File: config.mk
export PLATFORM = sky130hd
export DESIGN_NAME = utf8_to_utf16_transcoder_flat
export DESIGN_NICKNAME = d
export VERILOG_FILES = /design/src/rtl/u8u16_pkg.sv /design/src/rtl/u8u16_byte_if.sv /design/src/rtl/u8u16_unit_if.sv /design/src/rtl/utf8_to_utf16_transcoder.sv /design/src/flat_wrapper.sv
export SDC_FILE = /design/constraint.sdc
export NUM_CORES = 1
export LEC_CHECK = 0
export ABC_AREA = 1
export BUFFER_PORTS_ARGS = -buffer_cell sky130_fd_sc_hd__buf_2
export CORE_ASPECT_RATIO = 0.75
export CORE_MARGIN = 1.5
export CORE_UTILIZATION = 45
export CTS_CLUSTER_SIZE = 25
export DETAILED_ROUTE_END_ITERATION = 12
export GPL_TIMING_DRIVEN = 0
export PLACE_DENSITY = 0.74
export SYNTH_ARGS = -nofsm -noshare
export SYNTH_HDL_FRONTEND = slang
export SYNTH_SLANG_ARGS = --single-unit
export TNS_END_PERCENT = 50
File: constraint.sdc
create_clock -name clk -period 4.24 [get_ports clk]
set_clock_uncertainty 0.05 [all_clocks]
set_input_delay 0.424 -clock clk [delete_from_list [all_inputs] [get_ports clk]]
set_output_delay 0.424 -clock clk [all_outputs]
set_load 0.01 [all_outputs]
File: src/rtl/u8u16_pkg.sv
// ----------------------------------------------------------------------------
// u8u16_pkg
// Shared types and constants of the UTF-8 to UTF-16 transcoder.
// ----------------------------------------------------------------------------
package u8u16_pkg;

  typedef logic [7:0]  text_byte_t;
  typedef logic [15:0] code_unit_t;

  // Number of code units one byte can cause, and width of a count of them.
  localparam int MaxUnits   = 4;
  localparam int UnitCountW = $clog2(MaxUnits + 1);
  localparam int UnitIdxW   = $clog2(MaxUnits);

  localparam code_unit_t Replacement = 16'hFFFD;
  localparam code_unit_t HighSurr    = 16'hD800;
  localparam code_unit_t LowSurr     = 16'hDC00;
  localparam logic [20:0] SuppBase   = 21'h10000;

  localparam text_byte_t LeadMin     = 8'hC2;
  localparam text_byte_t LeadMax     = 8'hF4;
  localparam text_byte_t LeadThree   = 8'hE0;
  localparam text_byte_t LeadFour    = 8'hF0;
  localparam text_byte_t LeadSurr    = 8'hED;
  localparam text_byte_t ContA0      = 8'hA0;
  localparam text_byte_t Cont90      = 8'h90;
  localparam text_byte_t Cont8F      = 8'h8F;

endpackage

File: src/rtl/u8u16_byte_if.sv
// ----------------------------------------------------------------------------
// u8u16_byte_if
// Valid/ready channel carrying one UTF-8 byte and its end-of-text flag.
// ----------------------------------------------------------------------------
interface u8u16_byte_if;
  import u8u16_pkg::*;

  logic       valid;
  logic       ready;
  text_byte_t text_byte;
  logic       final_byte;

  modport source (output valid, output text_byte, output final_byte, input ready);
  modport sink   (input valid, input text_byte, input final_byte, output ready);
endinterface

File: src/rtl/u8u16_unit_if.sv
// ----------------------------------------------------------------------------
// u8u16_unit_if
// Valid/ready channel carrying one UTF-16 code unit with its markers.
// ----------------------------------------------------------------------------
interface u8u16_unit_if;
  import u8u16_pkg::*;

  logic       valid;
  logic       ready;
  code_unit_t code_unit;
  logic       run_last;
  logic       text_end;

  modport source (output valid, output code_unit, output run_last, output text_end,
                  input ready);
  modport sink   (input valid, input code_unit, input run_last, input text_end,
                  output ready);
endinterface

File: src/rtl/utf8_to_utf16_transcoder.sv
// ----------------------------------------------------------------------------
// utf8_to_utf16_transcoder
// Streaming UTF-8 decoder that emits UTF-16 code units, with U+FFFD
// replacement of every malformed, overlong, surrogate, out-of-range or
// truncated sequence.
// ----------------------------------------------------------------------------
// Bytes arrive on the "bytes" channel, one per transaction, with final_byte
// marking the end of the text; code units leave on the "units" channel.
// Each byte is decoded in the cycle it is accepted, against the held lead
// and continuation bytes, and the zero to four code units it causes are
// loaded into a result buffer that drains one unit per cycle while the
// receiver is ready. A byte can be accepted in every cycle while the buffer
// is empty or is handing over its last unit, so a byte that gives several
// units holds off the next byte until its last unit is sent. A four-byte
// sequence gives a surrogate pair on its last byte. run_last marks the last
// unit caused by a byte, text_end the last unit of the text. A final byte
// that gives no unit of its own cannot occur: a flush always produces at
// least one unit.
// ----------------------------------------------------------------------------
module utf8_to_utf16_transcoder
  import u8u16_pkg::*;
(
  input  logic         clk,
  input  logic         rst,
  u8u16_byte_if.sink   bytes,
  u8u16_unit_if.source units
);

  // Decoder state: held lead, held continuations, number of bytes held.
  text_byte_t held_lead;
  text_byte_t held_cont0;
  text_byte_t held_cont1;
  logic [1:0] held_count;

  // Result buffer: the units of one byte, how many, and the next to send.
  code_unit_t            buf_units [MaxUnits];
  logic [UnitCountW-1:0] buf_count;
  logic [UnitIdxW-1:0]   buf_idx;
  logic                  buf_fin;

  logic buf_last;
  logic accept;

  // Decode signals.
  text_byte_t            b;
  logic                  fin;
  logic [2:0]            need;
  logic                  ok;
  logic                  complete;
  logic [20:0]           cp;
  logic [19:0]           supp;
  logic                  lt_hold;
  logic                  lt_emit;
  code_unit_t            lt_unit;
  code_unit_t            units_next [MaxUnits];
  logic [UnitCountW-1:0] count_next;
  logic                  lead_load;
  logic                  cont_store;
  logic [1:0]            held_count_next;

  // Output side: show the current unit of the buffer.
  assign buf_last        = ({1'b0, buf_idx} + UnitCountW'(1)) == buf_count;
  assign units.valid     = buf_count != '0;
  assign units.code_unit = buf_units[buf_idx];
  assign units.run_last  = buf_last;
  assign units.text_end  = buf_last && buf_fin;

  // Take a new byte when the buffer is empty or its last unit leaves now.
  assign bytes.ready = (buf_count == '0) || (buf_last && units.ready);
  assign accept      = bytes.valid && bytes.ready;

  assign b   = bytes.text_byte;
  assign fin = bytes.final_byte;

  always_comb begin
    // Treatment of the byte as a new lead.
    lt_hold = 1'b0;
    lt_emit = 1'b1;
    lt_unit = Replacement;
    if (!b[7]) begin
      lt_unit = {8'h00, b};
    end else if (b >= LeadMin && b <= LeadMax && !fin) begin
      lt_hold = 1'b1;
      lt_emit = 1'b0;
    end

    // Sequence length of the held lead.
    if (held_lead >= LeadFour) begin
      need = 3'd4;
    end else if (held_lead >= LeadThree) begin
      need = 3'd3;
    end else begin
      need = 3'd2;
    end

    // Continuation check, with the range rules on the second byte.
    ok = b[7:6] == 2'b10;
    if (held_count == 2'd1) begin
      if (held_lead == LeadThree && b <  ContA0) ok = 1'b0;
      if (held_lead == LeadSurr  && b >= ContA0) ok = 1'b0;
      if (held_lead == LeadFour  && b <  Cont90) ok = 1'b0;
      if (held_lead == LeadMax   && b >  Cont8F) ok = 1'b0;
    end
    complete = ({1'b0, held_count} + 3'd1) >= need;

    // Assemble the code point.
    unique case (need)
      3'd2:    cp = {10'd0, held_lead[4:0], b[5:0]};
      3'd3:    cp = {5'd0, held_lead[3:0], held_cont0[5:0], b[5:0]};
      default: cp = {held_lead[2:0], held_cont0[5:0], held_cont1[5:0], b[5:0]};
    endcase
    supp = 20'(cp - SuppBase);

    // Fill the result list; unused slots hold the replacement character.
    for (int k = 0; k < MaxUnits; k++) begin
      units_next[k] = Replacement;
    end
    count_next      = '0;
    lead_load       = 1'b0;
    cont_store      = 1'b0;
    held_count_next = held_count;

    if (held_count == 2'd0) begin
      units_next[0] = lt_unit;
      count_next    = UnitCountW'(lt_emit);
      lead_load     = lt_hold;
      if (lt_hold) held_count_next = 2'd1;
    end else if (ok && complete) begin
      held_count_next = 2'd0;
      if (cp[20:16] == 5'd0) begin
        units_next[0] = cp[15:0];
        count_next    = UnitCountW'(1);
      end else begin
        units_next[0] = HighSurr | {6'd0, supp[19:10]};
        units_next[1] = LowSurr  | {6'd0, supp[9:0]};
        count_next    = UnitCountW'(2);
      end
    end else if (ok) begin
      if (fin) begin
        // Flush: one replacement for the lead and for every continuation.
        count_next      = UnitCountW'(held_count) + UnitCountW'(1);
        held_count_next = 2'd0;
      end else begin
        cont_store      = 1'b1;
        held_count_next = held_count + 2'd1;
      end
    end else begin
      // Reject the held bytes, then take this byte as a new lead.
      units_next[held_count] = lt_unit;
      count_next      = UnitCountW'(held_count) + UnitCountW'(lt_emit);
      lead_load       = lt_hold;
      held_count_next = lt_hold ? 2'd1 : 2'd0;
    end

    if (fin) held_count_next = 2'd0;
  end

  // Decoder state.
  always_ff @(posedge clk) begin
    if (rst) begin
      held_lead  <= '0;
      held_count <= '0;
    end else if (accept) begin
      held_count <= held_count_next;
      if (lead_load) held_lead <= b;
    end
  end

  // Held continuations: written before they are read.
  always_ff @(posedge clk) begin
    if (accept && cont_store) begin
      if (held_count == 2'd1) begin
        held_cont0 <= b;
      end else begin
        held_cont1 <= b;
      end
    end
  end

  // Result buffer control: load on accept, advance on each sent unit.
  always_ff @(posedge clk) begin
    if (rst) begin
      buf_count <= '0;
      buf_idx   <= '0;
      buf_fin   <= 1'b0;
    end else if (accept) begin
      buf_count <= count_next;
      buf_idx   <= '0;
      buf_fin   <= fin;
    end else if (units.valid && units.ready) begin
      if (buf_last) begin
        buf_count <= '0;
        buf_idx   <= '0;
      end else begin
        buf_idx <= buf_idx + UnitIdxW'(1);
      end
    end
  end

  // Result buffer payload.
  always_ff @(posedge clk) begin
    if (accept) begin
      for (int k = 0; k < MaxUnits; k++) begin
        buf_units[k] <= units_next[k];
      end
    end
  end

endmodule

File: src/flat_wrapper.sv
// flat-port wrapper written by rule: the top's interface ports become plain ports
module utf8_to_utf16_transcoder_flat import u8u16_pkg::*;
  (clk, rst, bytes_valid, bytes_text_byte, bytes_final_byte, bytes_ready, units_valid, units_code_unit, units_run_last, units_text_end, units_ready);
  u8u16_byte_if bytes_i ();
  u8u16_unit_if units_i ();
  input  logic clk;
  input  logic rst;
  input wire logic [$bits(bytes_i.valid)-1:0] bytes_valid;
  input wire logic [$bits(bytes_i.text_byte)-1:0] bytes_text_byte;
  input wire logic [$bits(bytes_i.final_byte)-1:0] bytes_final_byte;
  output wire logic [$bits(bytes_i.ready)-1:0] bytes_ready;
  output wire logic [$bits(units_i.valid)-1:0] units_valid;
  output wire logic [$bits(units_i.code_unit)-1:0] units_code_unit;
  output wire logic [$bits(units_i.run_last)-1:0] units_run_last;
  output wire logic [$bits(units_i.text_end)-1:0] units_text_end;
  input wire logic [$bits(units_i.ready)-1:0] units_ready;
  assign bytes_i.valid = bytes_valid;
  assign bytes_i.text_byte = bytes_text_byte;
  assign bytes_i.final_byte = bytes_final_byte;
  assign bytes_ready = bytes_i.ready;
  assign units_valid = units_i.valid;
  assign units_code_unit = units_i.code_unit;
  assign units_run_last = units_i.run_last;
  assign units_text_end = units_i.text_end;
  assign units_i.ready = units_ready;
  utf8_to_utf16_transcoder u_core (.clk(clk), .rst(rst), .bytes(bytes_i), .units(units_i));
endmodule
# ---- After elaboration in Yosys (flattened, before gate mapping)
# Memories as Yosys holds them, arrays and structs flattened. A register that Yosys moved wholly into a read port is not among the register bits.
# Cells that the tools add are included.
# W data, S select, Z words.
dict set report word_totals {
  ff_bits 28
  latchBits 0
  mem_bits_rw 64
  rom_bits 0
  inputBits 13
  word_cells 115
  mem_count 1
}
# memory depth width rd rd_clocked_by_memory_dff write_ports line
set mem_list {}
lappend mem_list {u_core.buf_units 4 16 1 1 4 utf8_to_utf16_transcoder.sv:36} ;# code_unit_t buf_units [MaxUnits];
dict set report op_classes {
  addsub 6
  mul 0
  div 0
  magnitude_cmp 11
  eq_ne 10
  shift 0
  mux 48
  bitwise_logic 5
  n_reduce_logical 27
}
# cell count
set op_table {}
lappend op_table {{$mux W16} 4}
lappend op_table {{$mux W32} 2}
lappend op_table {{$mux W64} 1}
lappend op_table {{$not A60 Y60} 1}
lappend op_table {{$or A60 B60 Y60} 1}
lappend op_table {{$mux W48} 1}
lappend op_table {{$pmux W21 S2} 1}
lappend op_table {{$demux W16 S2} 1}
lappend op_table {{$eq A8 B8 Y1 const B} 4}
lappend op_table {{$ge A8 B8 Y1 const B} 4}
lappend op_table {{$mux W3} 8}
lappend op_table {{$mux W1} 20}
lappend op_table {{$sub A20 B17 Y20 const B} 1}
lappend op_table {{$mux W2} 9}
lappend op_table {{$lt A8 B8 Y1 const B} 2}
lappend op_table {{$mux W14} 1}
lappend op_table {{$logic_and A1 B1 Y1} 13}
lappend op_table {{$reduce_and A2 Y1} 5}
lappend op_table {{$gt A8 B8 Y1 const B} 1}
lappend op_table {{$le A8 B8 Y1 const B} 1}
lappend op_table {{$add A2 B1 Y3 const B} 2}
lappend op_table {{$eq A3 B2 Y1 const B} 2}
lappend op_table {{$logic_not A5 Y1} 1}
lappend op_table {{$add A2 B1 Y2 const B} 2}
lappend op_table {{18 further kinds} 19}

# ---- Logic depth before layout (Yosys ltp)
dict set report depth {
  depth_word 12
  mapped_depth 16
  mapped_depth_nobuf 16
}

# ---- Worst setup path before layout
# No wires, ideal clock.
dict set report synth_timing {
  path_kind {reg-to-reg}
  from {register u_core.buf_idx[0]}
  to {register u_core.held_count[0]}
  setup_ps 71
  arrival_time_ps 2681
  path_slack_ps 1438
  stages_incl_launch_ff 13
  path_buffers 0
  path_cell_list {dfxtp_1 -> ha_1 -> xnor2_1 -> nand3_2 -> inv_2 -> nand2_4 -> nand2_4 -> nand2_4 -> inv_1 -> nand2_1 -> nor2_1 -> nand3_1 -> a21oi_1}
}
dict set report synth_between {
  elab_chain_cells 6
}
# item line
set synth_lines {}
lappend synth_lines {{start: declaration} utf8_to_utf16_transcoder.sv:38} ;# logic [UnitIdxW-1:0] buf_idx;
lappend synth_lines {{start signal: assignment} utf8_to_utf16_transcoder.sv:195} ;# buf_idx <= buf_idx + UnitIdxW'(1);
lappend synth_lines {{$add A2 B1 Y3} utf8_to_utf16_transcoder.sv:62} ;# assign buf_last = ({1'b0, buf_idx} + UnitCountW'(1)) == buf_count;
lappend synth_lines {{$eq A3 B3 Y1} utf8_to_utf16_transcoder.sv:62}
lappend synth_lines {{via units_run_last} flat_wrapper.sv:14} ;# output wire logic [$bits(units_i.run_last)-1:0] units_run_last;
lappend synth_lines {{$logic_and A1 B1 Y1} utf8_to_utf16_transcoder.sv:69} ;# assign bytes.ready = (buf_count == '0) || (buf_last && units.ready);
lappend synth_lines {{$logic_or A1 B1 Y1} utf8_to_utf16_transcoder.sv:69}
lappend synth_lines {{via bytes_ready} flat_wrapper.sv:11} ;# output wire logic [$bits(bytes_i.ready)-1:0] bytes_ready;
lappend synth_lines {{$logic_and A1 B1 Y1} utf8_to_utf16_transcoder.sv:70} ;# assign accept = bytes.valid && bytes.ready;
lappend synth_lines {{via u_core.accept} utf8_to_utf16_transcoder.sv:42} ;# logic accept;
lappend synth_lines {{$reduce_and A2 Y1 (no line)} n/a}
lappend synth_lines {{end signal: assignment} utf8_to_utf16_transcoder.sv:164} ;# held_count <= held_count_next;
lappend synth_lines {{end: declaration} utf8_to_utf16_transcoder.sv:33} ;# logic [1:0] held_count;
# The timed path passes the listed nets, and every way through them passes these cells.
# A chain may end at the register's enable or synchronous reset.

==> key figures <==
Run status
  • Outcome: completed

Placed design
  • Post-DP HPWL: 6840 um
  • Dpl cell area: ~4200 um^2
  • GPL Wtd Cong: 0.949
  • Number of port buffers: 30

Clocking
  • Max Buffers Root-to-Sink: 2
  • H-tree Lvls: 3
  • Post-CTS Setup Repair Bufs: 0
  • CTS tree: built
  • TritonCTS Buffers: 9
  • CTS Hold Buffers Added: 0
  • CTS Sinks: 74
  • Clk root buf: clkbuf_16
  • Post-cts resize count: 0
  • CTS clk-pin slew, worst paths: 60 ps
  • Skew-Pair Late Insertion Delay: between 300 and 400 ps

Pwr
  • Maximum vdd drop: between 150 and 200 uV
  • Leak: 1.72 nW
  • Pwr per Cell Area: 393 nW/um^2

GRT
  • Top Usage Layer GRT: met2
  • First-pass GRT wire length: 15000 um
  • Largest net degree at the start of global routing: 49
  • Met2 track demand over resource: 0.323
  • Met3 Use GR: 0.0494
  • GR Util All Layers: 0.206
  • M1 GR Usage: 0.290
  • Initial antenna violation count: 0
  • GR Overflow Total: 0
  • Vias in the first global route: 3042

Layout
  • Final Cell Area: 4510 um^2
  • Fillcell total: approximately 780
  • Layout cells sized above 1: 0.149
  • Final #Nets: 515
  • Antenna diode count: 0
  • Synth-to-Final Area Change: 15.7%

Drt
  • Post-route DRC: 0
  • Pre-Repair DR Iteration Count: 5
  • DR iter-0 viols: 232
  • Avg WL per Cell: 15.1 um
  • DR vias/cell: about 5.4
  • Via count: 3269
  • Antenna viol nets, final: 0
  • Routed WL: 9180 um

Setup path
  • Data arrival, critical path: 2630 ps
  • Crit end category: flop
  • Worst Path Buf+Inv: 3
  • Max Fanout on Critical Path: 9
  • CP delay by family, top: simple AND/OR/NAND/NOR gates
  • Crit path cell chain: inv_1 > ha_1 > inv_1 > nor2_1 > inv_1 > o21ai_0 > nand2_1 > nand2_1 > nand2_1
  • Setup CP Type: reg -> reg
  • CP required: 4270 ps
  • Worst Setup Start Kind: flop
  • CP max stage cell: nor2_1
  • CP peak stage delay: 540 ps

Synthesis
  • Synthesized cell area: 3900 um^2
  • Largest area contributor in the netlist: edfxtp_1
  • Syn. warnings: 0
  • Top post-synthesis cells by area: edfxtp_1, dfxtp_1, nand2_1
  • Synth top cells by count: nand2_1, nor2_1, edfxtp_1
  • Top-count cell post-synth: nand2_1
  • Part of the Yosys area used for sequential elements: 0.523
  • Register bit total from synthesis: 74
  • Primary FF master, synth: edfxtp_1
  • EDFF count, synth: 56
  • Synth top area share: 0.431
  • Ys async rst share: 0
  • Syn Area/Cell: 8.65 um^2
  • Syn Nets: 473
  • Yosys cell types: 40
  • Cells after Synth: 451

Floorplan
  • Core area: 8420 um^2
  • Die ar.: 9240 um^2
  • Die Height: 83.6 um
  • Cell Rows: 29
  • Die Wd: approximately 110 um
  • Io pins: 33
  • Initial Util: 0.463

Run
  • # Max-Cap Violations: 0

STA
  • Slew of the pin with the lowest slew margin: 678 ps
  • Tmin final: 2600 ps
  • Worst rel slew slack: 0.547
  • Setup TNS: 0 ps
  • Highest Clock Rate: 385 MHz
  • Final hold vios: 0
  • Setup Viol. Count Final: 0
  • RSZ-0062 raised after global routing: false
  • Tcrit/Tclk final: 0.613
  • Max-slew violations: 0

Min path
  • Hold WC Path Type: in -> reg
[routing by layer]
layer  share of wire  wire (um)  up-vias
met5               0          0        -
met2            0.43       3980      131
met1            0.46       4260     1504
li1                -          -     1616
met4           0.017        160        0
met3           0.085        781       18
[cell type report]
type	count	area, um^2	area share
timing repair buffer	31	170	0.0377
tap	108	135	0.0299
buffer	12	65.1	0.0144
sequential	74	2040	0.452
clock buffer	9	225	0.0499
inverter	55	209	0.0463
clock inverter	7	82.6	0.0183
multi-input combinational	310	1590	0.351
[cell usage in the layout (no fill, tap or decap), drive strengths merged]
| cell | instances |
|---|---|
| o21ai | 49 |
| inv | 59 |
| a22oi | 1 |
| nand3 | 22 |
| bufinv | 1 |
| edfxtp | 56 |
| and2 | 1 |
| xor2 | 1 |
| xnor2 | 3 |
| o21bai | 1 |
| o21a | 1 |
| nor2 | 72 |
| o2bb2ai | 1 |
| nor3 | 7 |
| o22ai | 12 |
| ha | 9 |
| clkbuf | 17 |
| or2 | 2 |
| nand4 | 6 |
| nor3b | 1 |
| a22o | 1 |
| a211oi | 7 |
| buf | 35 |
| dfxtp | 18 |
| nand2 | 91 |
| clkinvlp | 2 |
| o211ai | 1 |
| o221ai | 1 |
| a21oi | 20 |
[stage by stage]
| step | hold slack [ps] | power, mW | setup slack (ps) | util | std cells |
|---|---|---|---|---|---|
| 6_report | 283 | 1.78 | 1640 | 0.536 | 606 |
| 5_1_grt | 278 | 1.84 | 1450 | 0.536 | 606 |
| 4_1_cts | 283 | 1.79 | 1670 | 0.536 | 606 |
| 3_5_place_dp | 392 | 1.00 | 1660 | 0.500 | 590 |
| 3_3_place_gp | 388 | 0.996 | 1010 | 0.497 | 589 |
| 2_1_floorplan | 380 | 0.940 | 1440 | - | 451 |
[kinds of logic (layout without fill, tap and decap cells)]
group	count (synthesis)	after routing	share of synthesized area
adder cells (fa/ha/maj)	9	9	0.0289
AND/OR/NAND/NOR	202	202	0.232
XOR/XNOR	4	4	0.00898
flip-flops	74	74	0.523
AO/OA/AOI/OAI	95	95	0.137
buffers and inverters	67	114	0.0702
[report_power, final]
group	switching (mW)	internal (mW)	total, mW
clock network	0.321	0.466	0.786
logic	0.118	0.0562	0.174
registers	0.00927	0.806	0.815
total	0.448	1.33	1.78
[state kept, by name, summed over array words and instances (netlist names), named ones only]
signal	count
u_core.buf_idx	2
u_core.buf_units	44
u_core.buf_count	3
u_core.held_lead	8
u_core.buf_fin	1
u_core.held_cont1	6
u_core.held_cont0	6
u_core.held_count	2
[worst paths after layout]
path | startpoint | end | slack (ps) | depth (start not counted)
setup / recovery | u_core.held_count[0] | u_core.buf_units[0][6] | 1640 | 9
hold / removal | bytes_text_byte[3] | u_core.held_cont0[3] | 280 | 1
setup reg to reg | u_core.held_count[0] | u_core.buf_units[0][6] | 1640 | 9
hold reg to reg | u_core.held_lead[6] | u_core.held_lead[6] | 400 | 2
(Power assumes the default switching activity.)
